[config.mk]
export PLATFORM = sky130hd
export DESIGN_NAME = gbma_cmdq
export DESIGN_NICKNAME = d
export VERILOG_FILES = /design/src/sv/gbma_pkg.sv /design/src/sv/gbma_cmdq.sv
export SDC_FILE = /design/constraint.sdc
export NUM_CORES = 1
export LEC_CHECK = 0
export ABC_AREA = 1
export BUFFER_PORTS_ARGS = -buffer_cell sky130_fd_sc_hd__buf_2
export CORE_ASPECT_RATIO = 1.2
export CORE_UTILIZATION = 50
export DETAILED_ROUTE_END_ITERATION = 10
export GPL_TIMING_DRIVEN = 0
export PLACE_DENSITY = 0.83
export SETUP_SLACK_MARGIN = 0.1
export SLEW_MARGIN = 20
export SYNTH_ARGS = -nofsm -noshare
export SYNTH_HDL_FRONTEND = slang
export SYNTH_SLANG_ARGS = --single-unit
export TNS_END_PERCENT = 5
[constraint.sdc]
create_clock -name i_clk -period 8.8 [get_ports i_clk]
set_clock_uncertainty 0.2 [all_clocks]
set_input_delay 0.88 -clock i_clk [delete_from_list [all_inputs] [get_ports i_clk]]
set_output_delay 0.88 -clock i_clk [all_outputs]
set_load 0.005 [all_outputs]
[src/sv/gbma_pkg.sv]
// Types, constants and codes of the grid binning mean accumulator.
package gbma_pkg;

    localparam int DEF_MAX_COLS = 128;
    localparam int DEF_MAX_ROWS = 128;
    localparam int CELL_IDX_W   = 20;
    localparam int VAL_W        = 32;
    localparam int SUM_W        = 56;
    localparam int CNT_W        = 24;
    localparam int CFG_IDX_W    = 3;
    localparam int GRID_W       = 11;

    localparam logic [CFG_IDX_W-1:0] CFG_X_MIN    = 3'd0;
    localparam logic [CFG_IDX_W-1:0] CFG_Y_MIN    = 3'd1;
    localparam logic [CFG_IDX_W-1:0] CFG_X_WIDTH  = 3'd2;
    localparam logic [CFG_IDX_W-1:0] CFG_Y_WIDTH  = 3'd3;
    localparam logic [CFG_IDX_W-1:0] CFG_NUM_COLS = 3'd4;
    localparam logic [CFG_IDX_W-1:0] CFG_NUM_ROWS = 3'd5;

    localparam logic [1:0] FUNC_ADD    = 2'd0;
    localparam logic [1:0] FUNC_READ   = 2'd1;
    localparam logic [1:0] FUNC_CLEAR  = 2'd2;
    localparam logic [1:0] FUNC_UNUSED = 2'd3;

    typedef enum logic [2:0] {
        OP_NOP,
        OP_EMPTY,
        OP_ADD,
        OP_READ,
        OP_CLEAR
    } t_op;

    typedef struct packed {
        t_op                     op;
        logic [CELL_IDX_W-1:0]   idx;
        logic signed [VAL_W-1:0] value;
        logic                    dropped;
    } t_cmd;

    typedef struct packed {
        logic signed [VAL_W-1:0] mean_value;
        logic                    cell_empty;
        logic [CNT_W-1:0]        cell_count;
        logic                    sample_dropped;
    } t_res;

    typedef enum logic [1:0] {
        FS_IDLE,
        FS_DIV,
        FS_SEND
    } t_fstate;

    typedef enum logic [2:0] {
        BS_CLEAR,
        BS_IDLE,
        BS_READ,
        BS_EXEC,
        BS_DIV,
        BS_DONE
    } t_bstate;

endpackage

[src/sv/gbma_cmdq.sv]
// Two-entry request queue between the front and back ends.
module gbma_cmdq (
    input  logic           i_clk,
    input  logic           i_rst_n,
    input  logic           i_push,
    input  gbma_pkg::t_cmd i_cmd,
    input  logic           i_pop,
    output logic           o_full,
    output logic           o_empty,
    output gbma_pkg::t_cmd o_cmd
);

    gbma_pkg::t_cmd r_buf [2];
    logic           r_wp, r_rp;
    logic [1:0]     r_cnt;

    always_ff @(posedge i_clk) begin
        if (!i_rst_n) begin
            r_wp  <= 1'b0;
            r_rp  <= 1'b0;
            r_cnt <= '0;
        end else begin
            if (i_push) r_wp <= ~r_wp;
            if (i_pop)  r_rp <= ~r_rp;
            r_cnt <= r_cnt + {1'b0, i_push} - {1'b0, i_pop};
        end
    end

    always_ff @(posedge i_clk) begin
        if (i_push) r_buf[r_wp] <= i_cmd;
    end

    assign o_full  = (r_cnt == 2'd2);
    assign o_empty = (r_cnt == 2'd0);
    assign o_cmd   = r_buf[r_rp];

endmodule

==> qor.txt <==
Clock latency at the later pin of the worst-skew pair: 0.49 ns
Cts bufs inserted: 17
Reg2reg start: r_wp$_SDFFE_PN0P_
Clk pin slew, worst setup/hold paths: 0.05 ns
R2r worst-path depth: 3
Distinct cells, synth: 12
RSZ-0062 raised after global routing: no
Crit path largest cell delay: 0.33 ns
Async SR Flop Fraction: 0
Total gr overflow: 0
Hold path start: r_rp$_SDFFE_PN0P_
Final Max Slew Viols: 0
H-tree levels: 4
Area grow syn2layout: 31.7%
Synth top cells by count: edfxtp_1 (112), mux2_4 (40), mux2_2 (16), nor2_1 (9), nand2_1 (8)
Worst Setup End Kind: output port
Post-Synth Simple-Gate Area: 0.0155
XOR/XNOR share of the synthesized area: 0
GR Util All Layers: 0.168
Setup crit start kind: flip-flop
PostCTS Resize Cnt: 0
Pin count of the biggest net entering global routing: 57
Core Footprint: 8560 µm²
Hold-fix buffers, CTS: 0
Largest family of logic cells by synthesized area: multiplexers
Vias in the first global route: 2400
Vias/cell: 4.75
Synthesized-area fraction occupied by adder cells: 0.00565
Ys flop type: edfxtp_1
Rel. slew slack: 0.509
Synth top area share: 0.759
Pleak: 2.37 nW
DIE AREA: 9240 µm²
Nets@finish: 407
Setup ws final: 6.07 ns
Cell area power density: 252 nW/µm²
Final hold vios: 0
Starting DRT DRC Count: 109
WS Path Type: reg2out
Final min period: 2.73 ns
Post-synthesis area per instance: 21.4 µm²
Ports: 118
Final setup fails: 0
Initial Util: 0.517
Worst r2r dst: r_buf[0][29]$_DFFE_PP_
Seq cells post-synth: 117
Longest Clk Path Bufs: 2
R2r setup slk: 7.02 ns
IO buf count: 117
Peak supply drop: 0.174 mV
Hold_ws: 0.318 ns
CP max-delay cell: dfxtp_1
Worst Hold End: r_rp$_SDFFE_PN0P_
Critical Path Fanout Max: 10
Hold path depth: 2
EDFF count, synth: 112
Synthesized cell area: 4430 µm²
Post-CTS Setup Bufs: 0
CP bufs+invs: 3
Root Buffer: clkbuf_8
Post-Syn Nets: 269
Delay-heaviest family, CP: buffers and inverters
Final TNS setup: 0 ns
Measured slew at the worst slew-check pin: 0.737 ns
Vias: 2258
Most numerous cell in the Yosys netlist: edfxtp_1
Power after layout: 1.47 mW
Residual DRC: 0
Synth warnings: 0
Die height: 105 µm
Dpl ws: 6.28 ns
Worst-path cell chain: buf_6 -> buf_6 -> mux2_4 -> buf_2
F_max: 0.366 GHz
Max Cap Violations: 0
Diodes inserted: 0
Mux contribution to synthesized area: 0.176
Avg WL per Cell: 14.9 µm
Global-route wire length before repair: 11.1 mm
Sink Count: 117
TritonRoute pass-1 iters: 4
CP required: 7.72 ns
Yosys top cell by area: edfxtp_1
Die X: 87.9 µm
Share of cells above drive strength 1: 0.584
Routed Antenna Nets: 0
Most frequent CP cell: buf_6
Final wirelength: 7.07 mm
Global placement routability congestion: 0.606
CTS tree: built
Compound-Gate Fraction of Synth Area: 0.00113
Fin util: 0.681
Final period utilization: 0.310
Row cnt: 37
Post-DP HPWL: 4.70 mm
Initial antenna violation count: 0
Synth top area cells: edfxtp_1 (76%), mux2_4 (14%), mux2_2 (4.1%)
Status: finished, final reports clean
Register area share after synthesis: 0.782
CP arrival: 1.65 ns
Class of the worst hold path: reg2reg
Cells after Synth: 207
-- through the flow --
step	std cells	cell area (µm²)
2_1_floorplan	207	4430
3_3_place_gp	441	5160
3_5_place_dp	443	5230
4_1_cts	475	5830
5_1_grt	475	5830
6_report	475	5830
-- worst register-to-register path, cell delays in order (launching register included) --
cell and delay, ns:
dfxtp_1 0.35, nor2_4 0.50, buf_16 0.24, buf_16 0.18
-- where the power goes --
part	total [mW]	leakage (nW)	internal [mW]	switching, mW
clock network	0.696	0.300	0.480	0.215
registers	0.653	1.09	0.645	0.00810
logic	0.122	0.976	0.0679	0.0542
total	1.47	2.37	1.19	0.278
-- area by class of cell --
class,count,area [µm²]
inverter,7,28.8
sequential,117,3460
clock inverter,14,189
fill,584,2730
clock buffer,18,418
tap,117,146
buffer,6,61.3
timing repair buffer,119,641
multi-input combinational,77,887
-- kinds of logic after synthesis --
| group | after synthesis |
|---|---|
| AOI/OAI and AO/OA | 1 |
| DFF | 117 |
| and+or+nand+nor | 18 |
| muxes | 56 |
| buffers and inverters | 13 |
| adders and majority gates | 2 |
-- how the worst max path moves through the flow --
stage,from,end,slack (ns),depth (start not counted)
2_1_floorplan,i_push,r_buf[0][0]$_DFFE_PP_,4.86,2
3_3_place_gp,i_push,r_buf[0][24]$_DFFE_PP_,3.43,3
3_5_place_dp,i_push,r_buf[0][32]$_DFFE_PP_,6.28,5
4_1_cts,flip-flop,o_cmd[48],6.02,4
5_1_grt,flip-flop,o_cmd[48],5.95,4
6_report,flip-flop,o_cmd[47],6.07,4
-- flip-flops by register name, summed over array words and instances, names as in the netlist, named ones only --
signal,cells
r_wp,1
r_cnt,2
r_buf,112
r_rp,1
-- layer usage --
metal	vias to the layer above	GRT usage	part of all wire
met5	-	0	0
met4	0	0.0843	0.013
met1	1090	0.175	0.38
met2	74	0.287	0.55
li1	1087	-	-
met3	7	0.0656	0.051
-- layout by cell type, fill, tap and decap left out, types with 2 or more instances in the layout --
master / count
mux2_2: 16
buf_6: 5
inv_1: 6
nand2_1: 8
clkinv_2: 4
ha_1: 2
mux2_4: 40
buf_2: 118
clkinv_1: 5
clkbuf_16: 16
dfxtp_1: 5
edfxtp_1: 112
nor2_1: 8
buf_16: 2
bufinv_16: 5
Power figures use the tool's default switching activity.
