<file path="config.mk">
export PLATFORM = sky130hd
export DESIGN_NAME = gbma_front
export DESIGN_NICKNAME = d
export VERILOG_FILES = /design/src/sv/gbma_pkg.sv /design/src/sv/gbma_div.sv /design/src/sv/gbma_front.sv
export SDC_FILE = /design/constraint.sdc
export NUM_CORES = 1
export LEC_CHECK = 0
export ABC_AREA = 0
export ABC_CLOCK_PERIOD_IN_PS = 6550
export BUFFER_PORTS_ARGS = -buffer_cell sky130_fd_sc_hd__buf_2
export CAP_MARGIN = 15
export CORE_MARGIN = 1
export CORE_UTILIZATION = 61
export CTS_CLUSTER_DIAMETER = 50
export DETAILED_ROUTE_END_ITERATION = 16
export GPL_TIMING_DRIVEN = 1
export PLACE_DENSITY = 0.87
export SLEW_MARGIN = 10
export SYNTH_ARGS = -nofsm -noshare
export SYNTH_HDL_FRONTEND = slang
export SYNTH_SLANG_ARGS = --single-unit
</file>
<file path="constraint.sdc">
create_clock -name i_clk -period 6.55 [get_ports i_clk]
set_input_delay 0 -clock i_clk [delete_from_list [all_inputs] [get_ports i_clk]]
set_output_delay 0 -clock i_clk [all_outputs]
set_load 0.01 [all_outputs]
</file>
<file path="src/sv/gbma_pkg.sv">
// Types, constants and codes of the grid binning mean accumulator.
package gbma_pkg;

    localparam int DEF_MAX_COLS = 128;
    localparam int DEF_MAX_ROWS = 128;
    localparam int CELL_IDX_W   = 20;
    localparam int VAL_W        = 32;
    localparam int SUM_W        = 56;
    localparam int CNT_W        = 24;
    localparam int CFG_IDX_W    = 3;
    localparam int GRID_W       = 11;

    localparam logic [CFG_IDX_W-1:0] CFG_X_MIN    = 3'd0;
    localparam logic [CFG_IDX_W-1:0] CFG_Y_MIN    = 3'd1;
    localparam logic [CFG_IDX_W-1:0] CFG_X_WIDTH  = 3'd2;
    localparam logic [CFG_IDX_W-1:0] CFG_Y_WIDTH  = 3'd3;
    localparam logic [CFG_IDX_W-1:0] CFG_NUM_COLS = 3'd4;
    localparam logic [CFG_IDX_W-1:0] CFG_NUM_ROWS = 3'd5;

    localparam logic [1:0] FUNC_ADD    = 2'd0;
    localparam logic [1:0] FUNC_READ   = 2'd1;
    localparam logic [1:0] FUNC_CLEAR  = 2'd2;
    localparam logic [1:0] FUNC_UNUSED = 2'd3;

    typedef enum logic [2:0] {
        OP_NOP,
        OP_EMPTY,
        OP_ADD,
        OP_READ,
        OP_CLEAR
    } t_op;

    typedef struct packed {
        t_op                     op;
        logic [CELL_IDX_W-1:0]   idx;
        logic signed [VAL_W-1:0] value;
        logic                    dropped;
    } t_cmd;

    typedef struct packed {
        logic signed [VAL_W-1:0] mean_value;
        logic                    cell_empty;
        logic [CNT_W-1:0]        cell_count;
        logic                    sample_dropped;
    } t_res;

    typedef enum logic [1:0] {
        FS_IDLE,
        FS_DIV,
        FS_SEND
    } t_fstate;

    typedef enum logic [2:0] {
        BS_CLEAR,
        BS_IDLE,
        BS_READ,
        BS_EXEC,
        BS_DIV,
        BS_DONE
    } t_bstate;

endpackage

</file>
<file path="src/sv/gbma_div.sv">
// Restoring unsigned divider, one quotient bit per cycle.
module gbma_div #(
    parameter int NW = 32,
    parameter int DW = 31
) (
    input  logic          i_clk,
    input  logic          i_rst_n,
    input  logic          i_start,
    input  logic [NW-1:0] i_num,
    input  logic [DW-1:0] i_den,
    output logic          o_done,
    output logic [NW-1:0] o_quot
);

    localparam int CW = $clog2(NW + 1);

    logic [DW-1:0] r_rem;
    logic [NW-1:0] r_quo;
    logic [DW-1:0] r_den;
    logic [CW-1:0] r_cnt;
    logic          r_busy;
    logic          r_done;
    logic [DW:0]   w_sh;
    logic          w_ge;
    logic [DW:0]   w_diff;

    assign w_sh   = {r_rem, r_quo[NW-1]};
    assign w_ge   = w_sh >= {1'b0, r_den};
    assign w_diff = w_sh - {1'b0, r_den};

    always_ff @(posedge i_clk) begin
        if (!i_rst_n) begin
            r_busy <= 1'b0;
            r_done <= 1'b0;
            r_cnt  <= '0;
        end else begin
            r_done <= 1'b0;
            if (i_start) begin
                r_busy <= 1'b1;
                r_cnt  <= CW'(NW);
            end else if (r_busy) begin
                r_cnt <= r_cnt - 1'b1;
                if (r_cnt == CW'(1)) begin
                    r_busy <= 1'b0;
                    r_done <= 1'b1;
                end
            end
        end
    end

    always_ff @(posedge i_clk) begin
        if (i_start) begin
            r_rem <= '0;
            r_quo <= i_num;
            r_den <= i_den;
        end else if (r_busy) begin
            r_rem <= w_ge ? w_diff[DW-1:0] : w_sh[DW-1:0];
            r_quo <= {r_quo[NW-2:0], w_ge};
        end
    end

    assign o_done = r_done;
    assign o_quot = r_quo;

endmodule

</file>
<file path="src/sv/gbma_front.sv">
// Front end: configuration registers, bin index division and item classification.
module gbma_front #(
    parameter int MAX_COLS = gbma_pkg::DEF_MAX_COLS,
    parameter int MAX_ROWS = gbma_pkg::DEF_MAX_ROWS
) (
    input  logic                                   i_clk,
    input  logic                                   i_rst_n,
    input  logic                                   i_cfg_we,
    input  logic [gbma_pkg::CFG_IDX_W-1:0]         i_cfg_idx,
    input  logic [gbma_pkg::VAL_W-1:0]             i_cfg_data,
    input  logic                                   i_take,
    input  logic [1:0]                             i_func,
    input  logic signed [gbma_pkg::VAL_W-1:0]      i_x_pos,
    input  logic signed [gbma_pkg::VAL_W-1:0]      i_y_pos,
    input  logic signed [gbma_pkg::VAL_W-1:0]      i_sample_value,
    input  logic [6:0]                             i_read_col,
    input  logic [6:0]                             i_read_row,
    input  logic                                   i_q_full,
    output logic                                   o_busy,
    output logic                                   o_push,
    output gbma_pkg::t_cmd                         o_cmd
);

    localparam logic [gbma_pkg::GRID_W-1:0] MC = gbma_pkg::GRID_W'(MAX_COLS);
    localparam logic [gbma_pkg::GRID_W-1:0] MR = gbma_pkg::GRID_W'(MAX_ROWS);

    gbma_pkg::t_fstate r_state, n_state;
    gbma_pkg::t_cmd    r_cmd;

    logic [31:0] r_x_min, r_y_min;
    logic [30:0] r_x_w, r_y_w;
    logic [7:0]  r_ncols, r_nrows;

    logic [gbma_pkg::GRID_W-1:0] w_cols, w_rows;
    logic [32:0] w_dx, w_dy;
    logic        w_neg, w_start, w_done, w_done_x, w_done_y;
    logic [30:0] w_xden, w_yden;
    logic [31:0] w_qx, w_qy;
    logic        w_read_out;
    logic        w_bin_out;

    assign w_cols = ({3'b0, r_ncols} > MC) ? MC : {3'b0, r_ncols};
    assign w_rows = ({3'b0, r_nrows} > MR) ? MR : {3'b0, r_nrows};
    assign w_dx   = {i_x_pos[31], i_x_pos} - {r_x_min[31], r_x_min};
    assign w_dy   = {i_y_pos[31], i_y_pos} - {r_y_min[31], r_y_min};
    assign w_neg  = w_dx[32] | w_dy[32];
    assign w_xden = (r_x_w == '0) ? 31'd1 : r_x_w;
    assign w_yden = (r_y_w == '0) ? 31'd1 : r_y_w;
    assign w_read_out = ({4'b0, i_read_col} >= w_cols) || ({4'b0, i_read_row} >= w_rows);
    assign w_bin_out  = (w_qx >= {21'b0, w_cols}) || (w_qy >= {21'b0, w_rows});
    assign w_done     = w_done_x && w_done_y;

    gbma_div #(.NW(32), .DW(31)) u_div_x (
        .i_clk(i_clk), .i_rst_n(i_rst_n), .i_start(w_start),
        .i_num(w_dx[31:0]), .i_den(w_xden), .o_done(w_done_x), .o_quot(w_qx)
    );

    gbma_div #(.NW(32), .DW(31)) u_div_y (
        .i_clk(i_clk), .i_rst_n(i_rst_n), .i_start(w_start),
        .i_num(w_dy[31:0]), .i_den(w_yden), .o_done(w_done_y), .o_quot(w_qy)
    );

    always_comb begin
        n_state = r_state;
        unique case (r_state)
            gbma_pkg::FS_IDLE: begin
                if (i_take) begin
                    n_state = (i_func == gbma_pkg::FUNC_ADD && !w_neg) ?
                              gbma_pkg::FS_DIV : gbma_pkg::FS_SEND;
                end
            end
            gbma_pkg::FS_DIV: begin
                if (w_done) begin
                    n_state = gbma_pkg::FS_SEND;
                end
            end
            gbma_pkg::FS_SEND: begin
                if (!i_q_full) begin
                    n_state = gbma_pkg::FS_IDLE;
                end
            end
            default: n_state = gbma_pkg::FS_IDLE;
        endcase
    end

    always_comb begin
        w_start = (r_state == gbma_pkg::FS_IDLE) && i_take &&
                  (i_func == gbma_pkg::FUNC_ADD) && !w_neg;
        o_push  = (r_state == gbma_pkg::FS_SEND) && !i_q_full;
        o_busy  = (r_state != gbma_pkg::FS_IDLE);
    end

    always_ff @(posedge i_clk) begin
        if (!i_rst_n) begin
            r_state <= gbma_pkg::FS_IDLE;
            r_x_min <= '0;
            r_y_min <= '0;
            r_x_w   <= 31'd65536;
            r_y_w   <= 31'd65536;
            r_ncols <= 8'd128;
            r_nrows <= 8'd128;
        end else begin
            r_state <= n_state;
            if (i_cfg_we) begin
                unique case (i_cfg_idx)
                    gbma_pkg::CFG_X_MIN:    r_x_min <= i_cfg_data;
                    gbma_pkg::CFG_Y_MIN:    r_y_min <= i_cfg_data;
                    gbma_pkg::CFG_X_WIDTH:  r_x_w   <= i_cfg_data[30:0];
                    gbma_pkg::CFG_Y_WIDTH:  r_y_w   <= i_cfg_data[30:0];
                    gbma_pkg::CFG_NUM_COLS: r_ncols <= i_cfg_data[7:0];
                    gbma_pkg::CFG_NUM_ROWS: r_nrows <= i_cfg_data[7:0];
                    default: ;
                endcase
            end
        end
    end

    always_ff @(posedge i_clk) begin
        if (r_state == gbma_pkg::FS_IDLE && i_take) begin
            r_cmd.value   <= i_sample_value;
            r_cmd.idx     <= gbma_pkg::CELL_IDX_W'(i_read_col) *
                             gbma_pkg::CELL_IDX_W'(MAX_ROWS) +
                             gbma_pkg::CELL_IDX_W'(i_read_row);
            unique case (i_func)
                gbma_pkg::FUNC_ADD: begin
                    r_cmd.op      <= w_neg ? gbma_pkg::OP_NOP : gbma_pkg::OP_ADD;
                    r_cmd.dropped <= w_neg;
                end
                gbma_pkg::FUNC_READ: begin
                    r_cmd.op      <= w_read_out ? gbma_pkg::OP_EMPTY : gbma_pkg::OP_READ;
                    r_cmd.dropped <= 1'b0;
                end
                gbma_pkg::FUNC_CLEAR: begin
                    r_cmd.op      <= gbma_pkg::OP_CLEAR;
                    r_cmd.dropped <= 1'b0;
                end
                default: begin
                    r_cmd.op      <= gbma_pkg::OP_NOP;
                    r_cmd.dropped <= 1'b0;
                end
            endcase
        end else if (r_state == gbma_pkg::FS_DIV && w_done) begin
            r_cmd.idx <= gbma_pkg::CELL_IDX_W'(w_qx) * gbma_pkg::CELL_IDX_W'(MAX_ROWS) +
                         gbma_pkg::CELL_IDX_W'(w_qy);
            if (w_bin_out) begin
                r_cmd.op      <= gbma_pkg::OP_NOP;
                r_cmd.dropped <= 1'b1;
            end
        end
    end

    assign o_cmd = r_cmd;

endmodule

</file>
==> results of run 1 <==
[cells in the mapped netlist (6+ instances only)]
cell type and n:
nand2_1 483, dfxtp_1 222, edfxtp_1 182, inv_1 180, ha_1 172, clkbuf_1 151
a21oi_1 149, a21boi_0 144, o21ai_0 144, nor2_1 134, xnor2_1 56, a211oi_1 51
a21o_1 46, xor2_1 46, nor3_1 41, nand3_1 35, o21a_1 35, nor4_1 34
mux2i_1 32, nand2b_1 30, nand4_1 28, nor2b_1 26, a31oi_1 25, and3_1 21
o211ai_1 19, o21bai_1 19, o31ai_1 15, mux2_2 13, or3_1 13, buf_2 12
or2_2 12, o31a_1 11, and2_1 9, nand3b_1 7, o2111ai_1 6
[layout make-up]
class / count / area (µm²) / share of cell area (%)
diodes: 4 / 10.0 / 0.0362
clock inverters: 28 / 275 / 0.995
inverters: 183 / 689 / 2.49
flip-flops and latches: 404 / 9910 / 35.8
well taps: 518 / 648 / 2.34
repair buffers: 322 / 2150 / 7.78
multi-input cells: 1953 / 12500 / 45.3
clock buffers: 66 / 1440 / 5.19
[power by group through the flow]
stage	Sequential [mW]	Combinational (mW)	Clock, mW
after CTS	3.14	2.48	2.85
after floorplan	3.14	1.87	0
final	3.16	2.56	2.86
after global placement	3.18	2.32	0
after detailed placement	3.19	2.40	0
after global routing	3.18	2.81	2.96
[cell families (layout without fill, tap and decap cells)]
| kind of cell | Yosys count | count (layout) | synth area share [%] |
|---|---|---|---|
| mux | 45 | 45 | 1.96 |
| xor+xnor | 102 | 102 | 3.75 |
| other cells | 0 | 4 | 0 |
| compound gates | 730 | 730 | 20.4 |
| fa+ha+maj | 177 | 177 | 9.46 |
| buf+inv | 355 | 599 | 5.80 |
| flops | 404 | 404 | 41.6 |
| simple gates | 899 | 899 | 17.0 |
[final timing paths]
path,startpoint,end,slack (ps),depth (start not counted)
min,i_x_pos[12],u_div_x.o_quot[12],20,4
min reg2reg,r_x_w[15],u_div_x.r_den[15],450,0
max,r_y_min[0],u_div_x.r_rem[24],1870,13
max reg2reg,r_y_min[0],u_div_x.r_rem[24],1870,13
[layout by cell type, fill, tap and decap left out, types with 35 or more instances in the layout]
master,synthesis,final
xnor2_1,56,56
ha_1,172,172
buf_2,12,208
dlygate4sd3_1,0,94
nor3_1,41,41
a21oi_1,149,148
clkbuf_16,0,54
a21boi_0,144,144
xor2_1,46,46
nor2_1,134,133
edfxtp_1,182,182
dfxtp_1,222,221
a211oi_1,51,51
nand2_1,483,482
o21a_1,35,35
inv_1,180,178
o21ai_0,144,144
a21o_1,46,46
[state kept, by name, indices dropped and copies added, names as in the netlist, 31 cells and up]
name and flops:
r_x_min 32, u_div_y.r_rem 31, u_div_y.r_den 31, u_div_x.r_rem 31
r_x_w 31, u_div_x.r_den 31, o_cmd 56, u_div_x.o_quot 32
u_div_y.o_quot 32, r_y_min 32, r_y_w 31
[metal layers]
metal | vias to the layer above | part of all wire [%] | wire length [µm]
li1 | 9973 | - | -
met1 | 10100 | 39 | 28100
met2 | 1246 | 44 | 31900
met3 | 304 | 10 | 7420
met4 | 6 | 6.2 | 4440
met5 | - | 0.12 | 84
[stage by stage]
stage	power, mW	util, %	cells	setup WS (ps)
2_1_floorplan	5.01	-	2712	1780
3_3_place_gp	5.49	64.8	3285	2110
3_5_place_dp	5.59	64.8	3285	1950
4_1_cts	8.46	71.7	3473	1900
5_1_grt	8.95	71.7	3477	1730
6_report	8.58	71.7	3478	1870
[repair_timing]
item,4_1_cts,5_1_grt
endpoints found under the setup margin,0,0
hold buffers,94,0
endpoints found under the hold margin,205,0
resized for setup,0,0
[worst register-to-register path, stage by stage, from the launching register on]
cell and delay (ps):
dfxtp_1 320, ha_1 230, fa_1 440, and2b_1 250
o31ai_2 110, o311ai_2 440, o211ai_1 260, a31o_1 290
a22oi_2 420, nand3_4 380, inv_4 670, buf_12 370
a21oi_1 140, a31o_2 220
==> metrics.md, run 1 <==
| Metric | Value |
|---|---|
| Die X | 200 µm |
| Met3 usage | 9.91% |
| CTS Buffer Depth | 3 |
| Largest stage delay on the critical path | 660 ps |
| Post-layout min period | 4680 ps |
| Mapped Area | 23800 µm² |
| CP max stage cell | inv_4 |
| Post-DRT Antenna Nets | 0 |
| Drt initial violations | 2165 |
| Critical Path Start Type | flip-flop |
| Final Hold Fails | 0 |
| Int Power | 5.64 mW |
| Sequential power share | 36.8% |
| Sw Share | 34.2% |
| FP Rows | 72 |
| 1st-pass router iterations | 6 |
| Global-route wire length before repair | 111000 µm |
| Core Area | 38600 µm² |
| Top cells by area, synth | edfxtp_1, dfxtp_1, ha_1 |
| CP Cell Sequence | ha_1, fa_1, and2b_1, o31ai_2, o311ai_2, o211ai_1, a31o_1, a22oi_2, nand3_4, inv_4, buf_12, a21oi_1, a31o_2 |
| CTS root buf | clkbuf_16 |
| WL per Instance | 20.7 µm |
| Antenna violations before repair | 5 |
| Final setup TNS | 0 ps |
| Net Count, Synth | 3041 |
| # IOs | 210 |
| Clk pwr share | 33.3% |
| Chip Height | 200 µm |
| # Post-CTS Setup Buffers | 0 |
| Top FF cell, synth | dfxtp_1 |
| Initial Utilization | 61.7% |
| RePlAce Congestion | 1.01 |
| # nets final | 3243 |
| Layout cells sized above 1 | 12.4% |
| Synth top area share | 23.0% |
| Worst-path maximum fanout | 62 |
| Worst IR drop on VDD | 0.213 mV |
| Period utilization | 71.4% |
| Mapped Cells | 2712 |
| HPWL after detailed placement | 47200 µm |
| Drt via density | 6.22 |
| Leakage power | 11.2 nW |
| Clock skew | 35.8 ps |
| Slew Limit Fails | 0 |
| Vias | 21.6k |
| EDFF count, synth | 182 |
| TritonCTS Sinks | 404 |
| IO Port Bufs | 209 |
| Yosys warns | 0 |
| Crit Path Class | flip-flop to flip-flop |
| Placed instance area | 25000 µm² |
| Grt ovf | 0 |
| RSZ-0062 raised after global routing | no |
| Kind of cell adding the most delay to the critical path | compound AO/OA/AOI/OAI gates |
| CTS tree | yes |
| Synth Register Bits | 404 |
| Status | complete, no violations |
| Drt drc | 0 |
| Hold Path Class | input pin to flip-flop |
| Max frequency | 214 MHz |
| Global Route met2 Usage | 56.4% |
| Design area | 27700 µm² |
| Register area share after synthesis | 41.6% |
| Worst path required time | 7020 ps |
| Worst Max-Slew Pin Slew | 1110 ps |
| CP arrival | 5150 ps |
| Net Sw Power | 2.93 mW |
| Fillers | 2776 |
| Max_cap viols | 0 |
| Clk slew on worst S/H paths | 60 ps |
| Ys async rst share | 0% |
| Total CTS buffers | 50 |
| Yosys top cell by area | edfxtp_1 |
| Clock Latency Late Sink | 610 ps |
| Vias in the first global route | 20.7k |
| Final WL | 72000 µm |
| H-Tree Depth | 2 |
| Global-route usage over all layers | 36.1% |
| Buf/Inv on CP | 2 |
| Avg Cell Area, Syn | 8.78 µm² |
| Relative slew margins | 26.1% |
| Worst setup EP type | flip-flop |
| Comb pwr share | 29.8% |
| Final count of negative-setup-slack endpoints | 0 |
| Met1 Resource Use GR | 44.6% |
| Distinct cells, synth | 85 |
| Minimum hold slack | 24.0 ps |
| GRT Max-Usage Layer | met2 |
| Largest net degree at the start of global routing | 109 |
| DIE AREA | 39800 µm² |
| Pwr/cell area | 310 nW/µm² |
| Area Growth Syn to Fin | 16.2% |
(Power assumes the default switching activity.)
==> inputs of run 2 (changes only) <==
--- a/config.mk
+++ b/config.mk
@@ -6,15 +6,15 @@
 export NUM_CORES = 1
 export LEC_CHECK = 0
 export ABC_AREA = 0
-export ABC_CLOCK_PERIOD_IN_PS = 6550
+export ABC_CLOCK_PERIOD_IN_PS = 3900
 export BUFFER_PORTS_ARGS = -buffer_cell sky130_fd_sc_hd__buf_2
 export CAP_MARGIN = 15
 export CORE_MARGIN = 1
-export CORE_UTILIZATION = 61
+export CORE_UTILIZATION = 55
 export CTS_CLUSTER_DIAMETER = 50
 export DETAILED_ROUTE_END_ITERATION = 16
 export GPL_TIMING_DRIVEN = 1
-export PLACE_DENSITY = 0.87
+export PLACE_DENSITY = 0.83
 export SLEW_MARGIN = 10
 export SYNTH_ARGS = -nofsm -noshare
 export SYNTH_HDL_FRONTEND = slang
==> constraint.sdc (replaced) <==
create_clock -name i_clk -period 3.9 [get_ports i_clk]
set_input_delay 0 -clock i_clk [delete_from_list [all_inputs] [get_ports i_clk]]
set_output_delay 0 -clock i_clk [all_outputs]
set_load 0.01 [all_outputs]
==> run 2 against run 1 <==
The run now ends with hold timing left. Setup slack worse by 1800 ps. Via count down 0.35%. Largest cell class unchanged. Critical path type unchanged. Clock skew about the same.
==> metrics.md, run 2 (synthesis gave the netlist of run 1 again) <==
| Metric | Value |
|---|---|
| Status | finished, violations left (was complete, no violations) |
| Core Area | 42300 µm² (was 38600 µm²) |
| Post-layout min period | 3790 ps (was 4680 ps) |
| H-Tree Depth | 2 (unchanged) |
| Global-route wire length before repair | 111000 µm (about the same) |
| RePlAce Congestion | 0.967 (was 1.01) |
| Critical Path Start Type | flip-flop (unchanged) |
| Buf/Inv on CP | 2 (unchanged) |
| # IOs | 210 (unchanged) |
| Clk slew on worst S/H paths | 60 ps (about the same) |
| Slew Limit Fails | 0 (unchanged) |
| TritonCTS Sinks | 404 (unchanged) |
| Worst Setup EP | r_state[1] (was u_div_x.r_rem[24]) |
| Worst-path maximum fanout | 4 (was 62) |
| CP arrival | 4240 ps (was 5150 ps) |
| Final WL | 72300 µm (was 72000 µm) |
| Chip Height | 210 µm (was 200 µm) |
| R2R Path Start | r_y_min[0] (unchanged) |
| Vias | 21.6k (about the same) |
| 1st-pass router iterations | 6 (unchanged) |
| Multi-input gate area | 12500 µm² (about the same) |
| Antenna violations before repair | 2 (was 5) |
| Drt via density | 6.08 (was 6.22) |
| Initial Utilization | 56.3% (was 61.7%) |
| Reg2Reg Capture Point | r_state[1] (was u_div_x.r_rem[24]) |
| Hold Path Class | input pin to flip-flop (unchanged) |
| Minimum hold slack | -2.26 ps (was 24.0 ps) |
| Global-route usage over all layers | 32.2% (was 36.1%) |
| Vias in the first global route | 21.0k (was 20.7k) |
| CP Cell Sequence | ha_1, fa_1, and2b_1, o31ai_2, o311ai_2, o211ai_1, a31o_1, a22oi_2, buf_4, nand2_1, o21ai_0, a21boi_0, dlygate4sd3_1 (was ha_1, fa_1, and2b_1, o31ai_2, o311ai_2, o211ai_1, a31o_1, a22oi_2, nand3_4, inv_4, buf_12, a21oi_1, a31o_2) |
| HPWL after detailed placement | 48400 µm (was 47200 µm) |
| Period utilization | 97.1% (was 71.4%) |
| Crit Path Class | flip-flop to flip-flop (unchanged) |
| Post-DRT Antenna Nets | 0 (unchanged) |
| WL per Instance | 20.4 µm (was 20.7 µm) |
| Kind of cell adding the most delay to the critical path | compound AO/OA/AOI/OAI gates (unchanged) |
| Max_cap viols | 0 (unchanged) |
| Logic depth of the worst path, buffers included | 13 (unchanged) |
| IO Port Bufs | 209 (unchanged) |
| FP Rows | 75 (was 72) |
| Grt ovf | 0 (unchanged) |
| Fillers | 3233 (was 2776) |
| Clock skew | 35.8 ps (about the same) |
| Most common cell after layout, fill and taps aside | nand2_1 (unchanged) |
| CTS root buf | clkbuf_16 (unchanged) |
| Post-layout util | 65.7% (was 71.7%) |
| Clock Latency Late Sink | 600 ps (was 610 ps) |
| Worst setup EP type | flip-flop (unchanged) |
| Worst path required time | 4360 ps (was 7020 ps) |
| Crit path from | r_y_min[0] (unchanged) |
| Failing checks | hold timing |
| Final Non-Filler Cells | 3544 (was 3478) |
| Largest net degree at the start of global routing | 108 (was 109) |
| Leakage power | 11.2 nW (about the same) |
| Final count of negative-setup-slack endpoints | 0 (unchanged) |
| Final setup TNS | 0 ps (unchanged) |
| Die X | 210 µm (was 200 µm) |
| Pwr/cell area | 507 nW/µm² (was 310 nW/µm²) |
| Drt initial violations | 2284 (was 2165) |
| DIE AREA | 44100 µm² (was 39800 µm²) |
| Dpl cells | 3355 (was 3285) |
| Largest stage delay on the critical path | 570 ps (was 660 ps) |
| CP max stage cell | dlygate4sd3_1 (was inv_4) |
| Max frequency | 264 MHz (was 214 MHz) |
| # Post-CTS Setup Buffers | 0 (unchanged) |
| Final Hold Fails | 1 (was 0) |
| Max FFs per register | 56 (unchanged) |
| CTS Buffer Depth | 3 (unchanged) |
| Reg2Reg Depth | 13 (unchanged) |
| Reg2reg setup slack | 110 ps (was 1870 ps) |
| RSZ-0062 raised after global routing | no (unchanged) |
| CTS tree | yes (unchanged) |
| Worst Max-Slew Pin Slew | 1130 ps (was 1110 ps) |
| Relative slew margins | 24.6% (was 26.1%) |
| Total CTS buffers | 46 (was 50) |
| Area Growth Syn to Fin | 16.8% (was 16.2%) |
| Worst IR drop on VDD | 0.379 mV (was 0.213 mV) |
| Commonest cells after routing, fill and taps aside | nand2_1, dfxtp_1, buf_2, edfxtp_1, inv_1 (unchanged) |
| # nets final | 3259 (was 3243) |
| Layout cells sized above 1 | 12.4% (about the same) |
| FF+latch area | 9910 µm² (unchanged) |
| Drt drc | 0 (unchanged) |
| Hold wc startpoint | i_cfg_idx[0] (was i_x_pos[12]) |
[run 2: cell count changes in the layout (fill, tap and decap cells not counted), moves of 2 or more]
cell           previous run  this run
dlygate4sd3_1            94       103
clkbuf_16                54        51
buf_4                    18        26
clkinv_1                  5         7
diode_2                   4         1
clkinvlp_4                6         2
clkinv_4                  4         2
buf_12                    1         4
[run 2: worst min-delay path by stage]
stage	slack [ps]	end	cells after the start
6_report	-2	r_x_w[4]	4
5_1_grt	30	u_div_x.o_quot[7]	4
4_1_cts	1	u_div_x.o_quot[7]	4
3_5_place_dp	180	o_cmd[29]	1
3_3_place_gp	180	o_cmd[23]	1
2_1_floorplan	50	o_push	1
[run 2: worst min-delay path, cell delays in order]
cell and delay, ps:
buf_2 180, nor2_4 170, nand2_1 100, a21boi_0 80
[run 2: layer usage]
layer | track usage, % | vias to the layer above | share of wire [%]
met5 | 0 | - | 0.022
met4 | 17.3 | 2 | 5.4
met3 | 7.35 | 269 | 11
met2 | 51.0 | 1194 | 45
met1 | 40.9 | 10100 | 39
li1 | - | 9976 | -
[run 2: per-stage QoR]
stage	instance area [µm²]	power, mW	hold WS (ps)	setup slack (ps)
after global routing	27800	14.8	33.5	6.50
after global placement	25200	9.27	177	327
after detailed placement	25200	9.44	178	261
after CTS	27800	14.0	0.992	168
final	27800	14.1	-2.26	114
after floorplan	23800	8.41	49.5	37.0
[run 2: power breakdown]
| part | internal, mW | switching [mW] | total [mW] |
|---|---|---|---|
| Clock | 2.62 | 1.88 | 4.50 |
| Sequential | 4.92 | 0.364 | 5.29 |
| Combinational | 1.81 | 2.51 | 4.32 |
[run 2: repair_timing]
item                                    in CTS  in global routing
endpoints found under the hold margin      202                  0
gates resized for setup                      0                  1
hold buffers                               103                  0
endpoints found under the setup margin       0                 54
[run 2: final cells by class]
| class | count | area share, % |
|---|---|---|
| inverter | 183 | 2.48 |
| clock buffer | 63 | 4.93 |
| sequential | 404 | 35.6 |
| multi-input combinational | 1953 | 45.1 |
| antenna | 1 | 0.00900 |
| clock inverter | 21 | 0.697 |
| timing repair buffer | 342 | 8.54 |
| tap | 577 | 2.60 |
